**config.mk**
```make
export PLATFORM = sky130hd
export DESIGN_NAME = mqtr_addr_gen
export DESIGN_NICKNAME = d
export VERILOG_FILES = /design/src/design/mqtr_pkg.sv /design/src/design/mqtr_addr_gen.sv
export SDC_FILE = /design/constraint.sdc
export NUM_CORES = 1
export LEC_CHECK = 0
export BUFFER_PORTS_ARGS = -buffer_cell sky130_fd_sc_hd__clkbuf_2
export CAP_MARGIN = 10
export CORE_UTILIZATION = 45
export DETAILED_ROUTE_END_ITERATION = 7
export GPL_ROUTABILITY_DRIVEN = 0
export GPL_TIMING_DRIVEN = 0
export PLACE_DENSITY = 0.63
export REMOVE_ABC_BUFFERS = 1
export SLEW_MARGIN = 20
export SYNTH_ARGS = -nofsm -noshare
export SYNTH_HDL_FRONTEND = slang
export SYNTH_SLANG_ARGS = --single-unit
```
**constraint.sdc**
```tcl
create_clock -name clk -period 21.5 [get_ports clk]
set_input_delay 4.3 -clock clk [delete_from_list [all_inputs] [get_ports clk]]
set_output_delay 4.3 -clock clk [all_outputs]
set_load 0.05 [all_outputs]
```
**src/design/mqtr_pkg.sv**
```systemverilog
// Shared types and constants for the quarter-turn matrix rotator.
// Holds the beat payload structs, register indexes and operation codes.
// No dependencies.
`timescale 1ns / 1ps

package mqtr_pkg;

  localparam int MAX_ROWS_DEF = 64;
  localparam int MAX_COLS_DEF = 64;

  // Wide enough to compare a 7-bit register with a maximum of up to 256.
  localparam int DIM_CMP_W = 9;

  localparam int CFG_DATA_W = 7;
  localparam int CFG_IDX_W  = 2;

  localparam logic [CFG_IDX_W-1:0] CFG_ROW_COUNT     = 2'd0;
  localparam logic [CFG_IDX_W-1:0] CFG_COL_COUNT     = 2'd1;
  localparam logic [CFG_IDX_W-1:0] CFG_QUARTER_TURNS = 2'd2;

  localparam logic OP_LOAD  = 1'b0;
  localparam logic OP_FETCH = 1'b1;

  localparam logic [1:0] TURN_NONE  = 2'd0;
  localparam logic [1:0] TURN_CW90  = 2'd1;
  localparam logic [1:0] TURN_HALF  = 2'd2;
  localparam logic [1:0] TURN_CW270 = 2'd3;

  typedef struct packed {
    logic               operation;
    logic signed [31:0] element_value;
  } in_beat_t;

  typedef struct packed {
    logic signed [31:0] out_value;
    logic               end_of_row;
    logic               last;
  } out_beat_t;

  typedef struct packed {
    logic [6:0] row_count;
    logic [6:0] col_count;
    logic [1:0] quarter_turns;
  } cfg_regs_t;

  // Per-beat command from the address generator to the store and output stage.
  typedef struct packed {
    logic wr_en;
    logic rd_en;
    logic end_of_row;
    logic last;
  } req_ctl_t;

endpackage

```
**src/design/mqtr_addr_gen.sv**
```systemverilog
// Load and readout sequencing: counters, rotated source address and row marks.
// Depends on mqtr_pkg for payload, configuration and control types.
`timescale 1ns / 1ps

module mqtr_addr_gen #(
  parameter int MAX_ROWS = mqtr_pkg::MAX_ROWS_DEF,
  parameter int MAX_COLS = mqtr_pkg::MAX_COLS_DEF
) (
  input  logic                                      clk,
  input  logic                                      rst_n,
  input  mqtr_pkg::cfg_regs_t                       cfg,
  input  logic                                      accept,
  input  mqtr_pkg::in_beat_t                        in_beat,
  output mqtr_pkg::req_ctl_t                        ctl,
  output logic [$clog2(MAX_ROWS*MAX_COLS)-1:0]      addr,
  output logic [31:0]                               wdata
);

  localparam int AW   = $clog2(MAX_ROWS * MAX_COLS);
  localparam int MAXD = (MAX_ROWS > MAX_COLS) ? MAX_ROWS : MAX_COLS;
  localparam int DW   = $clog2(MAXD + 1);
  localparam int TW   = 2 * DW;
  localparam int CW   = mqtr_pkg::DIM_CMP_W;

  logic [AW-1:0] load_pos_r, load_pos_nxt;
  logic [DW-1:0] row_idx_r, row_idx_nxt;
  logic [DW-1:0] col_idx_r, col_idx_nxt;
  logic          load_done_r, load_done_nxt;

  logic [CW-1:0] row_ext, col_ext;
  logic [DW-1:0] rows, cols, out_rows, out_cols, i_idx, j_idx, src_r, src_c;
  logic [TW-1:0] total, load_cnt, src_lin;
  logic          is_load, do_write, do_read, eor, fin;

  // Dimension clamp: zero counts as one, anything above the maximum as the maximum.
  always_comb begin
    row_ext = CW'(cfg.row_count);
    col_ext = CW'(cfg.col_count);
    if (row_ext == '0) begin
      rows = DW'(1);
    end else if (row_ext > CW'(MAX_ROWS)) begin
      rows = DW'(MAX_ROWS);
    end else begin
      rows = DW'(row_ext);
    end
    if (col_ext == '0) begin
      cols = DW'(1);
    end else if (col_ext > CW'(MAX_COLS)) begin
      cols = DW'(MAX_COLS);
    end else begin
      cols = DW'(col_ext);
    end
  end

  always_comb begin
    is_load  = (in_beat.operation == mqtr_pkg::OP_LOAD);
    total    = TW'(rows) * TW'(cols);
    load_cnt = TW'(load_pos_r) + TW'(1);
    do_write = accept && is_load && !load_done_r;
    do_read  = accept && !is_load && load_done_r;

    if (cfg.quarter_turns[0]) begin
      out_rows = cols;
      out_cols = rows;
    end else begin
      out_rows = rows;
      out_cols = cols;
    end
    // Indices left beyond a shrunken output size stick to its last row or column.
    i_idx = (row_idx_r < out_rows) ? row_idx_r : out_rows - DW'(1);
    j_idx = (col_idx_r < out_cols) ? col_idx_r : out_cols - DW'(1);

    case (cfg.quarter_turns)
      mqtr_pkg::TURN_NONE: begin
        src_r = i_idx;
        src_c = j_idx;
      end
      mqtr_pkg::TURN_CW90: begin
        src_r = rows - DW'(1) - j_idx;
        src_c = i_idx;
      end
      mqtr_pkg::TURN_HALF: begin
        src_r = rows - DW'(1) - i_idx;
        src_c = cols - DW'(1) - j_idx;
      end
      default: begin
        src_r = j_idx;
        src_c = cols - DW'(1) - i_idx;
      end
    endcase
    src_lin = TW'(src_r) * TW'(cols) + TW'(src_c);

    eor = (j_idx == out_cols - DW'(1));
    fin = eor && (i_idx == out_rows - DW'(1));
  end

  always_comb begin
    load_pos_nxt  = load_pos_r;
    row_idx_nxt   = row_idx_r;
    col_idx_nxt   = col_idx_r;
    load_done_nxt = load_done_r;
    if (do_write) begin
      if (load_cnt >= total) begin
        load_done_nxt = 1'b1;
      end else begin
        load_pos_nxt = load_pos_r + AW'(1);
      end
    end
    if (do_read) begin
      if (fin) begin
        row_idx_nxt   = '0;
        col_idx_nxt   = '0;
        load_pos_nxt  = '0;
        load_done_nxt = 1'b0;
      end else if (eor) begin
        row_idx_nxt = i_idx + DW'(1);
        col_idx_nxt = '0;
      end else begin
        row_idx_nxt = i_idx;
        col_idx_nxt = j_idx + DW'(1);
      end
    end
  end

  always_ff @(posedge clk) begin
    if (!rst_n) begin
      load_pos_r  <= '0;
      row_idx_r   <= '0;
      col_idx_r   <= '0;
      load_done_r <= 1'b0;
    end else begin
      load_pos_r  <= load_pos_nxt;
      row_idx_r   <= row_idx_nxt;
      col_idx_r   <= col_idx_nxt;
      load_done_r <= load_done_nxt;
    end
  end

  assign ctl.wr_en      = do_write;
  assign ctl.rd_en      = do_read;
  assign ctl.end_of_row = eor;
  assign ctl.last       = fin;
  assign addr           = is_load ? load_pos_r : AW'(src_lin);
  assign wdata          = in_beat.element_value;

endmodule

```
==> results of run 1 <==
[worst max path at each step]
stage          endpoint  slack, ns    from
2_1_floorplan  addr[11]       3.51  cfg[7]
3_3_place_gp   addr[11]       1.36  cfg[8]
3_5_place_dp   addr[11]       2.20  cfg[8]
4_1_cts        addr[11]       2.13  cfg[8]
5_1_grt        addr[11]       1.35  cfg[8]
6_report       addr[11]       2.10  cfg[8]
[flip-flops by register name (all words and copies together), names as in the netlist]
name / cells
col_idx_r: 7
load_done_r: 1
row_idx_r: 7
load_pos_r: 12
[critical path: cells and delay by family]
kind	cells	cell delay, ns
AO/OA/AOI/OAI	12	2.62
XOR/XNOR	1	0.24
adder cells (fa/ha/maj)	7	3.09
buffers and inverters	5	0.79
multiplexers	3	1.29
AND/OR/NAND/NOR	10	2.75
[logic make-up after synthesis]
logic type / Yosys count / synth area share
AO/OA/AOI/OAI: 194 / 0.1648
XOR/XNOR: 71 / 0.08288
adder cells (fa/ha/maj): 160 / 0.3086
buffers and inverters: 203 / 0.1152
flip-flops: 27 / 0.06886
multiplexers: 37 / 0.04925
AND/OR/NAND/NOR: 331 / 0.2104
[layout by cell type (no fill, tap or decap), drive strengths merged, types with 14 or more instances in the layout]
cell type  synthesis  final
a21oi             49     49
and2              20     20
xor2              21     21
mux2i             24     24
xnor2             48     48
and3              15     15
nor2b             18     18
inv              129    129
nor3              14     14
clkbuf            24     39
nand2             89     89
nand3             15     15
nor2              89     89
fa                56     56
o21ai             52     52
a21o              15     15
ha               104    104
dfxtp             27     27
nand2b            20     20
[stage by stage]
stage	setup slack (ns)	area [um^2]
2_1_floorplan	3.510	7448
3_3_place_gp	1.355	7899
3_5_place_dp	2.204	7915
4_1_cts	2.132	7994
5_1_grt	1.347	7998
6_report	2.098	7998
[final cells by class]
| type | instances | area share |
|---|---|---|
| Clock buffer | 4 | 0.009856 |
| Tap cell | 220 | 0.03442 |
| Inverter | 134 | 0.06289 |
| Timing Repair Buffer | 36 | 0.02284 |
| Multi-Input combinational cell | 793 | 0.8024 |
| Sequential cell | 27 | 0.06758 |
[power breakdown]
part	internal, mW	total [mW]	leakage (nW)	switching (mW)
clock	0.0256	0.0464	0.0382	0.0208
combinational	0.104	0.277	3.52	0.173
sequential	0.0503	0.0507	0.218	0.000416
total	0.180	0.374	3.78	0.194
[layer usage]
layer,vias up,wire (um),part of all wire,track usage
li1,3379,-,-,-
met1,3148,10190,0.48,0.3442
met4,0,316,0.015,0.04931
met2,229,9252,0.44,0.3756
met5,-,0,0,0.01944
met3,25,1373,0.065,0.05064
==> key figures, run 1 <==
Yosys
  • Most used DFF post-synth: dfxtp_1
  • Synthesized area per cell: 7.674 um^2
  • Post-synth cell types: 77
  • Count leader, synth: inv_1
  • Synthesis-stage register bit count: 27
  • Top cell type's share of synthesized area: 0.1658
  • Number of flops mapped to enable cells by yosys: 0
  • Mapped Cells: 1023
  • Synth cell count leaders: inv_1 (128), ha_1 (104), nand2_1 (89), nor2_1 (89), fa_1 (56)
  • Fraction of registers with async set/reset: 0
  • Yosys Warn Count: 0
  • Sequential area share after synthesis: 0.06886
  • Post-synth top area cell: ha_1
  • Synth area leaders: ha_1 (17%), fa_1 (14%), dfxtp_1 (6.9%), inv_1 (6.1%), xnor2_1 (5.4%)
  • Mapped Area: 7850 um^2

STA
  • RSZ-0062 raised after global routing: no
  • Final Hold Vio Count: 0
  • Worst slew pin tran: 1.081 ns
  • Maximum clock rate: 51.54 MHz
  • # setup viols final: 0
  • Final period util: 0.9024
  • Fin. max-slew vios: 0
  • Final hold slack: 0.4905 ns
  • Max-slew headroom: 0.2779
  • Post-layout min period: 19.40 ns
  • Clock skew: 0.01045 ns
  • Total negative slack: 0 ns

CTS
  • Post-cts sizing count: 0
  • Clk buf depth: 2
  • Clock Tree Root: clkbuf_16
  • Clk slew on worst S/H paths: 0.07 ns
  • CTS Sinks: 27
  • H-tree depth: 1
  • CTS Hold Bufs: 0
  • CTS tree: built
  • CTS buffer count: 3
  • Setup Buffers After CTS: 0
  • Clk Latency, worst-skew pair: 0.28 ns

Layout
  • Area of the multi-input gates: 6417 um^2
  • Antenna Cells: 0
  • Layout Cells excl Fill: 1214
  • Nets: 1207
  • FF/Latch Area: 540.5 um^2
  • Finished Core Util: 0.4755
  • Share of layout cells above drive strength 1: 0.07445
  • Syn-to-layout area delta: 1.881%
  • Fill cells: 1741

Floorplanning
  • Width of the die: 134.1 um
  • Core Rows: 47
  • Die area: 17980 um^2
  • # IOs: 100
  • Core box area: 16820 um^2
  • Initial Util: 0.4667
  • Die height: 134.1 um

Drt
  • Vias/cell: 5.586
  • 1st-pass router iterations: 5
  • Drt initial violations: 494
  • Vias: 6781
  • Post-route antenna net violation count: 0
  • DRT Wirelength: 21130 um
  • DR DRC count: 0
  • WL/cell: 17.41 um

Global routing
  • Vias in the first global route: 6417
  • Grt ovf: 0
  • Global-route wire length before repair: 34520 um
  • Antenna violations before repair: 0
  • Largest net degree at the start of global routing: 32
  • GRT Resource Usage Total: 0.2425

Place
  • # port buffers: 35
  • Cell count after placement: 1210
  • DP HPWL: 16930 um

Critical path
  • Slowest stage delay, CP: 0.83 ns
  • Most frequent CP cell: fa_1
  • R2r setup slk: 17.79 ns
  • CP Max Fanout: 30
  • Crit path arrival time: 15.10 ns
  • Path depth of the worst reg2reg path: 13
  • Slowest CP cell: nor2b_1
  • R2r endpoint: load_pos_r[11]$_SDFF_PN0_
  • Critical path capture point type: output pin
  • Crit Path Class: input pin to output pin
  • Reg-to-reg startpoint: load_pos_r[0]$_SDFF_PN0_
  • Worst path required time: 17.20 ns
  • Worst setup SP type: input pin

Hold path
  • Hold path cells: 2
  • Hold WC Path Type: register to register
  • Worst Min Path Start: load_done_r$_SDFF_PN0_
  • Hold Path End: load_done_r$_SDFF_PN0_

Power
  • Pwr Density: 46.72 nW/um^2
  • IR drop worst, VDD: 77.33 uV
  • Total Power: 0.3736 mW
  • Leakage dissipation: 3.781 nW

Flow run
  • Max_cap viols: 0

Run status
  • Outcome: completed
(Power assumes the default switching activity.)
==> run 2: changes to the inputs <==
- CORE_ASPECT_RATIO: default -> 0.8
==> key figures, run 2 (synthesis gave the netlist of run 1 again) <==
Critical path
  • Worst path required time: 17.20 ns
  • Most frequent CP cell: fa_1
  • Worst setup SP type: input pin
  • Crit Path Class: input pin to output pin
  • Critical path buffers and inverters: 6
  • Crit path arrival time: 15.38 ns
  • Reg-to-reg startpoint: load_pos_r[0]$_SDFF_PN0_
  • R2r setup slk: 17.77 ns
  • CP Max Fanout: 30
  • Crit path max-delay family: adder cells
  • Path depth of the worst reg2reg path: 13
  • R2r endpoint: load_pos_r[9]$_SDFF_PN0_
  • Slowest CP cell: nor2b_1
  • Slowest stage delay, CP: 0.85 ns
  • Critical path capture point type: output pin

Layout
  • Design area: 8009 um^2
  • Share of layout cells above drive strength 1: 0.07538
  • Area of the multi-input gates: 6417 um^2
  • Leading cell type in the layout, fill and taps excluded: inv_1
  • Antenna Cells: 0
  • Largest regs: load_pos_r: 12 flops, col_idx_r: 7 flops, row_idx_r: 7 flops
  • Fill cells: 1727
  • Syn-to-layout area delta: 2.024%
  • Max reg flops: 12
  • Most frequent cells in the layout: inv_1 (128), ha_1 (104), nor2_1 (89), nand2_1 (89), fa_1 (56)
  • Nets: 1208
  • Reg with most FFs: load_pos_r
  • FF/Latch Area: 540.5 um^2

Power
  • IR drop worst, VDD: 86.15 uV
  • Leakage dissipation: 3.787 nW
  • Pwr Density: 47.23 nW/um^2
  • Total Power: 0.3783 mW

Drt
  • Post-route antenna net violation count: 0
  • WL/cell: 17.84 um
  • Vias/cell: 5.613
  • DR DRC count: 0
  • Drt initial violations: 573
  • Vias: 6820
  • 1st-pass router iterations: 7
  • DRT Wirelength: 21680 um

STA
  • Worst slew pin tran: 1.170 ns
  • RSZ-0062 raised after global routing: no
  • Final Hold Vio Count: 0
  • Total negative slack: 0 ns
  • Final period util: 0.9154
  • Maximum clock rate: 50.81 MHz
  • Fin. max-slew vios: 0
  • Post-layout min period: 19.68 ns
  • Clock skew: 0.003685 ns
  • # setup viols final: 0
  • Max-slew headroom: 0.2185

Hold path
  • Worst Min Path Start: row_idx_r[4]$_SDFFE_PN0P_
  • Hold WC Path Type: register to register
  • Hold Path End: row_idx_r[4]$_SDFFE_PN0P_
  • Hold path cells: 2

Flow run
  • Max_cap viols: 0

Global routing
  • GRT Resource Usage Total: 0.2528
  • Largest net degree at the start of global routing: 32
  • Vias in the first global route: 6553
  • Grt ovf: 0
  • Global-route wire length before repair: 35630 um
  • Antenna violations before repair: 0

Floorplanning
  • Die height: 120.1 um
  • Core box area: 16820 um^2
  • Initial Util: 0.4668
  • # IOs: 100
  • Die area: 17980 um^2
  • Width of the die: 149.7 um
  • Core Rows: 42

CTS
  • Clk slew on worst S/H paths: 0.08 ns
  • CTS buffer count: 3
  • Clk Latency, worst-skew pair: 0.27 ns
  • CTS Hold Bufs: 0
  • Clk buf depth: 2
  • CTS Sinks: 27
  • Setup Buffers After CTS: 0
  • H-tree depth: 1
  • CTS tree: built
  • Post-cts sizing count: 0
  • Clock Tree Root: clkbuf_16

Run status
  • Outcome: completed

Place
  • DP HPWL: 17260 um
  • # port buffers: 35
  • Area after DPL: 7926 um^2
## run 2: layer usage
metal / track usage / vias to the layer above / wire (um)
met1: 0.3797 / 3216 / 11010
met2: 0.3741 / 206 / 8907
met4: 0.03914 / 0 / 312
met3: 0.04715 / 24 / 1452
met5: 0.02353 / - / 0
li1: - / 3374 / -
## run 2: worst max-delay path by stage
stage | startpoint | end | slack (ns) | depth (start not counted)
2_1_floorplan | cfg[7] | addr[11] | 3.51 | 37
3_3_place_gp | cfg[8] | addr[11] | 1.29 | 36
3_5_place_dp | cfg[8] | addr[11] | 1.94 | 37
4_1_cts | cfg[8] | addr[11] | 1.93 | 37
5_1_grt | cfg[8] | addr[11] | 1.33 | 37
6_report | cfg[8] | addr[11] | 1.82 | 37
## run 2: area by class of cell
type | count | share of cell area
timing repair buffer | 37 | 0.02421
sequential | 27 | 0.06749
tap | 220 | 0.03437
clock buffer | 4 | 0.009842
inverter | 134 | 0.06280
multi-input combinational | 793 | 0.8013
## run 2: tightest hold or removal path: cells and delay by family, from the launching register on
family	cells	cell delay, ns
flip-flops	1	0.33
AO/OA/AOI/OAI	1	0.06
AND/OR/NAND/NOR	1	0.05
## run 2: stage by stage
| step | worst slack, ns | hold WS [ns] | utilization | cells |
|---|---|---|---|---|
| global placement | 1.287 | 0.4754 | 0.4697 | 1209 |
| detailed placement | 1.938 | 0.4793 | 0.4714 | 1211 |
| CTS | 1.927 | 0.4963 | 0.4760 | 1215 |
| floorplan | 3.510 | 0.4464 | - | 954 |
| finish | 1.818 | 0.4904 | 0.4763 | 1215 |
| global route | 1.329 | 0.5338 | 0.4763 | 1215 |
## run 2: report_power, final
group          leakage [nW]  switching [mW]  internal, mW  total [mW]
sequential            0.218        0.000414        0.0503      0.0507
clock                0.0382          0.0204        0.0256      0.0459
combinational          3.53           0.176         0.105       0.282
