**config.mk**
```make
export PLATFORM = sky130hd
export DESIGN_NAME = mqtr_out_stage
export DESIGN_NICKNAME = d
export VERILOG_FILES = /design/src/design/mqtr_pkg.sv /design/src/design/mqtr_out_stage.sv
export SDC_FILE = /design/constraint.sdc
export NUM_CORES = 1
export LEC_CHECK = 0
export ABC_AREA = 1
export ABC_CLOCK_PERIOD_IN_PS = 4000
export BUFFER_PORTS_ARGS = -buffer_cell sky130_fd_sc_hd__buf_2
export CAP_MARGIN = 10
export CORE_MARGIN = 5
export CORE_UTILIZATION = 40
export DETAILED_ROUTE_END_ITERATION = 10
export GPL_ROUTABILITY_DRIVEN = 1
export MAX_ROUTING_LAYER = met4
export PLACE_DENSITY = 0.76
export SYNTH_ARGS = -nofsm -noshare
export SYNTH_HDL_FRONTEND = slang
export SYNTH_SLANG_ARGS = --single-unit
```
**constraint.sdc**
```tcl
create_clock -name clk -period 4 [get_ports clk]
set_input_delay 1.2 -clock clk [delete_from_list [all_inputs] [get_ports clk]]
set_output_delay 1.2 -clock clk [all_outputs]
set_load 0.05 [all_outputs]
```
**src/design/mqtr_pkg.sv**
```systemverilog
// Shared types and constants for the quarter-turn matrix rotator.
// Holds the beat payload structs, register indexes and operation codes.
// No dependencies.
`timescale 1ns / 1ps

package mqtr_pkg;

  localparam int MAX_ROWS_DEF = 64;
  localparam int MAX_COLS_DEF = 64;

  // Wide enough to compare a 7-bit register with a maximum of up to 256.
  localparam int DIM_CMP_W = 9;

  localparam int CFG_DATA_W = 7;
  localparam int CFG_IDX_W  = 2;

  localparam logic [CFG_IDX_W-1:0] CFG_ROW_COUNT     = 2'd0;
  localparam logic [CFG_IDX_W-1:0] CFG_COL_COUNT     = 2'd1;
  localparam logic [CFG_IDX_W-1:0] CFG_QUARTER_TURNS = 2'd2;

  localparam logic OP_LOAD  = 1'b0;
  localparam logic OP_FETCH = 1'b1;

  localparam logic [1:0] TURN_NONE  = 2'd0;
  localparam logic [1:0] TURN_CW90  = 2'd1;
  localparam logic [1:0] TURN_HALF  = 2'd2;
  localparam logic [1:0] TURN_CW270 = 2'd3;

  typedef struct packed {
    logic               operation;
    logic signed [31:0] element_value;
  } in_beat_t;

  typedef struct packed {
    logic signed [31:0] out_value;
    logic               end_of_row;
    logic               last;
  } out_beat_t;

  typedef struct packed {
    logic [6:0] row_count;
    logic [6:0] col_count;
    logic [1:0] quarter_turns;
  } cfg_regs_t;

  // Per-beat command from the address generator to the store and output stage.
  typedef struct packed {
    logic wr_en;
    logic rd_en;
    logic end_of_row;
    logic last;
  } req_ctl_t;

endpackage

```
**src/design/mqtr_out_stage.sv**
```systemverilog
// Result path: holds a fetch while its read is in flight, then an output register.
// Depends on mqtr_pkg for the control struct and the output beat type.
`timescale 1ns / 1ps

module mqtr_out_stage (
  input  logic                 clk,
  input  logic                 rst_n,
  input  mqtr_pkg::req_ctl_t   ctl,
  input  logic [31:0]          rdata,
  output logic                 can_accept,
  output logic                 out_valid,
  input  logic                 out_ready,
  output mqtr_pkg::out_beat_t  out_data
);

  logic                pend_r, pend_nxt;
  logic                pend_eor_r, pend_last_r;
  logic                out_valid_r, out_valid_nxt;
  mqtr_pkg::out_beat_t out_data_r;
  logic                out_free, move;

  always_comb begin
    out_free = !out_valid_r || out_ready;
    move     = pend_r && out_free;
    // A new beat may enter when nothing is pending or the pending read can move on this cycle.
    can_accept = !pend_r || out_free;

    pend_nxt = pend_r;
    if (ctl.rd_en) begin
      pend_nxt = 1'b1;
    end else if (move) begin
      pend_nxt = 1'b0;
    end

    out_valid_nxt = out_valid_r;
    if (move) begin
      out_valid_nxt = 1'b1;
    end else if (out_ready) begin
      out_valid_nxt = 1'b0;
    end
  end

  always_ff @(posedge clk) begin
    if (!rst_n) begin
      pend_r      <= 1'b0;
      out_valid_r <= 1'b0;
    end else begin
      pend_r      <= pend_nxt;
      out_valid_r <= out_valid_nxt;
    end
  end

  always_ff @(posedge clk) begin
    if (ctl.rd_en) begin
      pend_eor_r  <= ctl.end_of_row;
      pend_last_r <= ctl.last;
    end
    if (move) begin
      out_data_r.out_value  <= rdata;
      out_data_r.end_of_row <= pend_eor_r;
      out_data_r.last       <= pend_last_r;
    end
  end

  assign out_valid = out_valid_r;
  assign out_data  = out_data_r;

endmodule

```
==> impl_metrics.json, run 1 <==
{
  "drcViolationCount": 0,
  "cts_tree": "done",
  "detail-route-antenna-nets": 0,
  "ff2ff_setup_slack_ns": 2.38,
  "min_to": "out_data[1]$_DFFE_PP_",
  "peakVddDrop_mv": 0.366,
  "worst_ep_arrival_time_ns": 1.74,
  "final_hold_viol_count": 0,
  "synth_sequential_area_ratio": 0.959,
  "outcome": "completed",
  "worst_setup_path_end_kind": "output port",
  "top_cell_by_count_worst_path": "sky130_fd_sc_hd__buf_2",
  "synth_cells": 47,
  "post_synth_top_area_share": 0.925,
  "finish.instance_area_um2": 1630,
  "reg2reg_to": "out_data[17]$_DFFE_PP_",
  "detailroute.wirelength.met2_mm": 1.18,
  "rsz_0062_raised_after_global_routing": "false",
  "postCtsHoldBufs": 0,
  "synthDominantAreaCellType": "sky130_fd_sc_hd__edfxtp_1",
  "worst-endpoint-required_ns": 2.80,
  "dr_vias": 718,
  "fmax_mhz": 340,
  "critical_path.cell_chain": "buf_2 -> inv_1 -> nand3_2 -> buf_2",
  "cts_h_tree_lvls": 2,
  "timing.reg2reg.worst_path_depth": 2,
  "regToRegStartpoint": "pend_r$_SDFFE_PN0P_",
  "synth_async_sr_flop_share": 0,
  "std_cell_rows": 19,
  "synthToLayoutAreaGrowth_pct": 39.7,
  "detailed_routing_iterations_pass_1": 4,
  "worst_hold_startpoint": "pend_eor_r$_DFFE_PP_",
  "leakage_nw": 0.694,
  "antenna_violations_before_repair": 0,
  "timing_max_transition_violations_final": 0,
  "clock_insertion_delay_worst_skew_ns": 0.32,
  "number_of_enable_flip_flop_cells_after_synthesis": 36,
  "yosys.cell_count.top_type": "sky130_fd_sc_hd__edfxtp_1",
  "first_iter_violations": 4,
  "tns_ns": 0,
  "die_width_um": 64.1,
  "number_of_cells_traversed_by_the_worst_hold_path": 0,
  "yosys-top-cells-count": "sky130_fd_sc_hd__edfxtp_1 (36), sky130_fd_sc_hd__inv_1 (4), sky130_fd_sc_hd__a21oi_1 (2), sky130_fd_sc_hd__dfxtp_1 (2)",
  "wl_mm": 2.26,
  "postPlaceCellArea_um2": 1580,
  "dpl.hpwl_mm": 1.70,
  "maxCapViolCount": 0,
  "power.total_w": 0.000742,
  "cts_buffers": 5,
  "post-route-worst-setup-slack_ns": 1.06,
  "post-route-min-period_ns": 2.94,
  "syn_area_per_cell_um2": 24.9,
  "grt_util_all_layers": 0.119,
  "design.die.area_um2": 4100,
  "clk_transition_reported_paths_ns": 0.10,
  "multi_input_comb_area_um2": 43.8,
  "final_layout_size_suffix_gt1_frac": 0.633,
  "wl_per_cell_um": 14.2,
  "sequential_cell_area_um2": 1120,
  "grt_start_max_net_pins": 35,
  "ys.flop_type": "sky130_fd_sc_hd__edfxtp_1",
  "numClockSinks": 38,
  "critical_path.max_fanout": 3,
  "port_buffers": 73,
  "n_antenna_cell": 0,
  "gp_congestion": 0.667,
  "finClkSkew_ns": 0.00365,
  "wire_length_of_the_first_global_routing_pass_mm": 3.46,
  "syn_nets": 86,
  "nFillCells": 214,
  "cpPeakStageDelay_ns": 0.22,
  "ioPinCount": 75,
  "floorplan.initialDensity": 0.420,
  "post_synth_main_area_contributors": "sky130_fd_sc_hd__edfxtp_1 (93%), sky130_fd_sc_hd__dfxtp_1 (3.4%), sky130_fd_sc_hd__inv_1 (1.3%)",
  "final_cycle_share": 0.735,
  "mapped_area_um2": 1170,
  "chipHeight_um": 64.1,
  "detailedPlace.worstSlack_ns": 1.05,
  "power_density_nw_per_um2": 454,
  "layout.nets": 166,
  "synth_cell_types": 7,
  "setup_viol_count_final": 0,
  "finish.utilization": 0.587,
  "cts.path.max_buffers": 2,
  "hold_path_class": "flip-flop to flip-flop",
  "critPathLaunchType": "input port",
  "critical_path_class": "input port to output port",
  "worst_slew_pin_slew_ns": 1.05,
  "cts-root-buf": "sky130_fd_sc_hd__clkbuf_4",
  "slew-limit-headroom": 0.296,
  "viasPerCell": 4.52,
  "synth_warnings": 0,
  "cts_setup_buffers": 0,
  "first_global_vias": 786,
  "fp.coreArea_um2": 2780,
  "wl_met3_um": 280,
  "wl_met1_um": 794,
  "timing.critical_path.slowest_stage_cell": "sky130_fd_sc_hd__buf_2",
  "cts-resized-gates": 0,
  "maxUsedRoutingLayer": "met4",
  "grt_overflow": 0,
  "register_bit_total_from_synthesis": 38
}
metrics by stage:
step / hold WS (ns) / cells
2_1_floorplan: 0.400 / 47
3_3_place_gp: 0.405 / 151
3_5_place_dp: 0.419 / 151
4_1_cts: 0.427 / 159
5_1_grt: 0.459 / 159
6_report: 0.429 / 159
kinds of logic after synthesis:
| logic type | synth area share |
|---|---|
| compound gates | 0.0161 |
| buf+inv | 0.0128 |
| simple gates | 0.0118 |
| flops | 0.959 |
how the worst max path moves through the flow:
| stage | startpoint | to | slack, ns | depth (start not counted) |
|---|---|---|---|---|
| detailed placement | out_ready | can_accept | 1.05 | 4 |
| CTS | out_ready | can_accept | 1.05 | 4 |
| floorplan | out_ready | out_data[0]$_DFFE_PP_ | 0.63 | 2 |
| global route | out_ready | can_accept | 1.02 | 4 |
| finish | out_ready | can_accept | 1.06 | 4 |
| global placement | out_ready | can_accept | 1.08 | 4 |
cell usage in the layout, fill, tap and decap left out, drive strengths merged:
cell type / Yosys / layout
a21oi: 3 / 3
buf: 0 / 73
clkbuf: 0 / 8
dfxtp: 2 / 2
edfxtp: 36 / 36
inv: 4 / 4
nand2: 1 / 1
nand3: 1 / 1
metal layers:
metal  vias to the layer above  GRT usage
met5                         -          -
met4                         0     0.0545
met3                         2     0.0788
met2                        42      0.205
met1                       335     0.0948
li1                        339          -
layout make-up:
type | instances | area share
Tap cell | 31 | 0.0238
Timing Repair Buffer | 73 | 0.224
Multi-Input combinational cell | 5 | 0.0268
Clock buffer | 8 | 0.0299
Sequential cell | 38 | 0.687
Inverter | 4 | 0.00920
sequential cells by signal, indices dropped and copies added, names as in the netlist:
| register | flops |
|---|---|
| pend_eor_r | 1 |
| pend_r | 1 |
| out_data | 34 |
| pend_last_r | 1 |
| out_valid | 1 |
where the power goes:
| group | leakage (nW) | switching [W] | internal, W | total [W] |
|---|---|---|---|---|
| Combinational | 0.313 | 0.0000760 | 0.0000243 | 0.000100 |
| Clock | 0.0265 | 0.000109 | 0.0000701 | 0.000179 |
| Sequential | 0.354 | 0.00000514 | 0.000458 | 0.000463 |
worst max-delay path: cells and delay by family:
| kind | cells | cell delay, ns |
|---|---|---|
| simple gates | 1 | 0.10 |
| buf+inv | 3 | 0.43 |
Power figures use the tool's default switching activity.
==> run 2, diff against run 1 <==
ABC_CLOCK_PERIOD_IN_PS = 2900   (was 4000)
clock period = 2.9 ns   (was 4 ns; I/O delays follow)
==> impl_metrics.json, run 2 (synthesized netlist as in run 1, its figures left out) <==
{
  "hold_path_class": "flip-flop to flip-flop",
  "critical_path_class": "input port to output port",
  "reg2reg_to": "out_data[14]$_DFFE_PP_",
  "critical_path.max_fanout": 3,
  "die_width_um": 64.1,
  "cpPeakStageDelay_ns": 0.22,
  "groute.layer.met2.usage": 0.202,
  "numClockSinks": 38,
  "final_hold_viol_count": 0,
  "finClkSkew_ns": 0.0125,
  "power_density_nw_per_um2": 717,
  "cts.path.max_buffers": 2,
  "critPathLaunchType": "input port",
  "viasPerCell": 4.49,
  "timing_max_transition_violations_final": 0,
  "gp_congestion": 0.670,
  "wire_length_of_the_first_global_routing_pass_mm": 3.53,
  "std_cell_rows": 19,
  "worst_ep_arrival_time_ns": 1.42,
  "first_global_vias": 810,
  "postCtsHoldBufs": 0,
  "met1_usage": 0.111,
  "worst_setup_path_endpoint": "can_accept",
  "first_iter_violations": 21,
  "worst-endpoint-required_ns": 2.03,
  "clock_insertion_delay_worst_skew_ns": 0.33,
  "tns_ns": 0,
  "post-route-min-period_ns": 2.29,
  "slew-limit-headroom": 0.721,
  "drcViolationCount": 0,
  "grt_util_all_layers": 0.122,
  "antenna_violations_before_repair": 0,
  "detailedPlace.worstSlack_ns": 0.604,
  "worst_slew_pin_slew_ns": 0.418,
  "ff2ff_setup_slack_ns": 1.43,
  "grt_start_max_net_pins": 23,
  "regToRegStartpoint": "pend_r$_SDFFE_PN0P_",
  "peakVddDrop_mv": 0.482,
  "rsz_0062_raised_after_global_routing": "false",
  "startpoint": "out_ready",
  "wl_per_cell_um": 14.3,
  "wl_mm": 2.29,
  "final_layout_size_suffix_gt1_frac": 0.659,
  "design.die.area_um2": 4100,
  "dr_vias": 719,
  "floorplan.initialDensity": 0.420,
  "cts_h_tree_lvls": 2,
  "timing.reg2reg.worst_path_depth": 3,
  "outcome": "completed",
  "top_cell_by_count_worst_path": "sky130_fd_sc_hd__buf_2",
  "chipHeight_um": 64.1,
  "nFillCells": 226,
  "final_common_cell": "sky130_fd_sc_hd__buf_2",
  "cts-resized-gates": 0,
  "critical_path.cell_chain": "buf_2 -> inv_1 -> nand3_2 -> buf_2",
  "setup_viol_count_final": 0,
  "global_route.peak_usage_layer": "met2",
  "leakage_nw": 0.728,
  "grt_overflow": 0,
  "layout.nets": 167,
  "gr-usage-met3": 0.0701,
  "cts_setup_buffers": 0,
  "clk_transition_reported_paths_ns": 0.11,
  "largest_register_ff_count": 34,
  "fmax_mhz": 437,
  "cts_tree": "done",
  "final_cycle_share": 0.790,
  "fp.coreArea_um2": 2780,
  "port_buffers": 73,
  "dpl.hpwl_mm": 1.83,
  "timing.critical_path.slowest_stage_cell": "sky130_fd_sc_hd__buf_2",
  "cts-root-buf": "sky130_fd_sc_hd__clkbuf_4",
  "maxCapViolCount": 0,
  "post-route-worst-setup-slack_ns": 0.610,
  "layout_common_cells": "sky130_fd_sc_hd__buf_2 (73), sky130_fd_sc_hd__edfxtp_1 (36), sky130_fd_sc_hd__clkbuf_4 (5)",
  "non_filler_instance_count_after_layout": 160,
  "ioPinCount": 75,
  "detailed_routing_iterations_pass_1": 3,
  "cts_buffers": 5,
  "placed_cells_incl_taps": 152,
  "n_antenna_cell": 0,
  "worst_setup_path_end_kind": "output port",
  "detail-route-antenna-nets": 0,
  "synthToLayoutAreaGrowth_pct": 45.3
}
[run 2: routing by layer]
metal,share of wire,up-vias
met5,0,-
met4,0.016,0
met1,0.31,326
met3,0.16,5
met2,0.52,50
li1,-,338
[run 2: stage by stage]
stage | utilization | hold WS (ns) | instance area (µm²) | total power [W]
6_report | 0.610 | 0.446 | 1700 | 0.00122
5_1_grt | 0.610 | 0.469 | 1700 | 0.00127
2_1_floorplan | - | 0.400 | 1170 | 0.000742
4_1_cts | 0.610 | 0.453 | 1700 | 0.00123
3_3_place_gp | 0.572 | 0.404 | 1590 | 0.000788
3_5_place_dp | 0.572 | 0.406 | 1590 | 0.000792
[run 2: worst min-delay path by stage]
stage / from / endpoint / depth (start not counted)
global placement: pend_last_r$_DFFE_PP_ / out_data[0]$_DFFE_PP_ / 0
CTS: pend_eor_r$_DFFE_PP_ / out_data[1]$_DFFE_PP_ / 0
finish: pend_eor_r$_DFFE_PP_ / out_data[1]$_DFFE_PP_ / 0
detailed placement: pend_eor_r$_DFFE_PP_ / out_data[1]$_DFFE_PP_ / 0
global route: pend_eor_r$_DFFE_PP_ / out_data[1]$_DFFE_PP_ / 0
floorplan: pend_last_r$_DFFE_PP_ / out_data[0]$_DFFE_PP_ / 0
[run 2: report_power, final]
group          internal [W]  leakage, nW  switching, W  total, W
sequential         0.000631        0.354    0.00000683  0.000638
clock              0.000270       0.0554      0.000170  0.000439
combinational     0.0000345        0.319      0.000105  0.000140
total              0.000935        0.728      0.000282   0.00122
[run 2: cell type report]
| class | instances | area (µm²) | share of cell area |
|---|---|---|---|
| Clock inverter | 3 | 68.8 | 0.0405 |
| Multi-Input combinational cell | 5 | 43.8 | 0.0258 |
| Sequential cell | 38 | 1120 | 0.660 |
| Timing Repair Buffer | 74 | 373 | 0.220 |
| Clock buffer | 5 | 37.5 | 0.0221 |
| Inverter | 4 | 15.0 | 0.00884 |
| Tap cell | 31 | 38.8 | 0.0228 |
[run 2: worst max-delay path: cells and delay by family]
kind                   cells  cell delay (ns)
AND/OR/NAND/NOR            1             0.10
buffers and inverters      3             0.45
==> run 3, diff against run 2 <==
ABC_CLOCK_PERIOD_IN_PS = 2070   (was 2900)
CORE_UTILIZATION = 36   (was 40)
PLACE_DENSITY = 0.73   (was 0.76)
clock period = 2.07 ns   (was 2.9 ns; I/O delays follow)
==> impl_metrics.json, run 3 (synthesized netlist as in run 1, its figures left out) <==
{
  "wire_length_of_the_first_global_routing_pass_mm": 3.17,
  "slew-limit-headroom": 0.828,
  "wl_per_cell_um": 12.6,
  "dr_vias": 699,
  "clock_insertion_delay_worst_skew_ns": 0.32,
  "chipHeight_um": 67.0,
  "postCtsHoldBufs": 0,
  "detailed_routing_iterations_pass_1": 3,
  "numClockSinks": 38,
  "die_width_um": 67.0,
  "worst-endpoint-required_ns": 1.45,
  "final_cycle_share": 0.861,
  "cts-root-buf": "sky130_fd_sc_hd__clkbuf_4",
  "cts.path.max_buffers": 2,
  "port_buffers": 73,
  "timing_max_transition_violations_final": 0,
  "gp_congestion": 0.653,
  "power_density_nw_per_um2": 855,
  "post-route-worst-setup-slack_ns": 0.288,
  "post-route-min-period_ns": 1.78,
  "cts_h_tree_lvls": 2,
  "worst_setup_path_end_kind": "output port",
  "std_cell_rows": 20,
  "number_of_cells_traversed_by_the_worst_hold_path": 0,
  "layout.nets": 168,
  "setup_viol_count_final": 0,
  "design.die.area_um2": 4490,
  "first_global_vias": 745,
  "finish.utilization": 0.541,
  "fp.coreArea_um2": 3080,
  "worst_slew_pin_slew_ns": 0.259,
  "ioPinCount": 75,
  "cts_tree": "done",
  "antenna_violations_before_repair": 0,
  "timing.reg2reg.worst_path_depth": 3,
  "synthToLayoutAreaGrowth_pct": 42.5,
  "final_layout_size_suffix_gt1_frac": 0.646,
  "cts_buffers": 5,
  "drcViolationCount": 0,
  "grt_start_max_net_pins": 18,
  "critical_path_class": "input port to output port",
  "nFillCells": 264,
  "cts-resized-gates": 0,
  "tns_ns": 0,
  "detailedPlace.worstSlack_ns": 0.283,
  "viasPerCell": 4.02,
  "critPathLaunchType": "input port",
  "layout_common_cells": "sky130_fd_sc_hd__buf_2 (73), sky130_fd_sc_hd__edfxtp_1 (36), sky130_fd_sc_hd__clkbuf_4 (5)",
  "cts_setup_buffers": 0,
  "ff2ff_setup_slack_ns": 0.95,
  "first_iter_violations": 6,
  "final_hold_viol_count": 0,
  "wl_mm": 2.19,
  "clk_transition_reported_paths_ns": 0.10,
  "floorplan.initialDensity": 0.380,
  "fmax_mhz": 561,
  "grt_util_all_layers": 0.110,
  "n_antenna_cell": 0,
  "outcome": "completed",
  "critical_path.max_fanout": 3,
  "peakVddDrop_mv": 0.464,
  "finClkSkew_ns": 0.00650,
  "maxCapViolCount": 0,
  "final_common_cell": "sky130_fd_sc_hd__buf_2",
  "hold_path_class": "flip-flop to flip-flop",
  "largest_register_ff_count": 34,
  "detail-route-antenna-nets": 0,
  "grt_overflow": 0,
  "worst_ep_arrival_time_ns": 1.16,
  "leakage_nw": 0.708,
  "rsz_0062_raised_after_global_routing": "false",
  "power.total_w": 0.00142
}
==> run 3: changes by cell type in the layout (fill, tap and decap cells not counted) <==
cell	before	now
sky130_fd_sc_hd__bufinv_16	2	0
sky130_fd_sc_hd__buf_4	1	2
sky130_fd_sc_hd__clkbuf_1	0	1
sky130_fd_sc_hd__clkinv_1	0	1
sky130_fd_sc_hd__clkinv_2	0	1
sky130_fd_sc_hd__clkinv_4	1	0
==> run 3: power breakdown <==
| part | internal [W] | total, W | switching [W] |
|---|---|---|---|
| clock | 0.000127 | 0.000334 | 0.000207 |
| sequential | 0.000884 | 0.000893 | 0.00000957 |
| combinational | 0.0000498 | 0.000197 | 0.000147 |
| total | 0.00106 | 0.00142 | 0.000363 |
==> run 3: layer usage <==
metal / up-vias / wire length, µm / GRT usage
li1: 341 / - / -
met2: 43 / 1180 / 0.186
met4: 0 / 14 / 0.0380
met3: 2 / 286 / 0.0860
met1: 313 / 712 / 0.0894
met5: - / 0 / -
==> run 3: final cells by class <==
class | instances | area, µm² | share of cell area
Sequential cell | 38 | 1120 | 0.673
Timing Repair Buffer | 75 | 380 | 0.228
Tap cell | 44 | 55.1 | 0.0331
Clock inverter | 2 | 8.76 | 0.00526
Clock buffer | 6 | 41.3 | 0.0248
Inverter | 4 | 15.0 | 0.00902
Multi-Input combinational cell | 5 | 43.8 | 0.0263
==> run 3: through the flow <==
stage	hold WS [ns]	instances	instance area [µm²]
2_1_floorplan	0.400	47	1180
3_3_place_gp	0.404	166	1620
3_5_place_dp	0.417	166	1620
4_1_cts	0.432	174	1670
5_1_grt	0.408	174	1670
6_report	0.430	174	1670
==> run 3: critical path: stages <==
cell and delay (ns):
sky130_fd_sc_hd__buf_2 0.09, sky130_fd_sc_hd__inv_1 0.13, sky130_fd_sc_hd__nand3_2 0.09, sky130_fd_sc_hd__buf_2 0.22
==> run 3: final timing paths <==
check / start / end
worst max-delay path: out_ready / can_accept
worst min register to register: pend_eor_r$_DFFE_PP_ / out_data[1]$_DFFE_PP_
worst max register to register: pend_r$_SDFFE_PN0P_ / out_data[33]$_DFFE_PP_
worst min-delay path: pend_eor_r$_DFFE_PP_ / out_data[1]$_DFFE_PP_
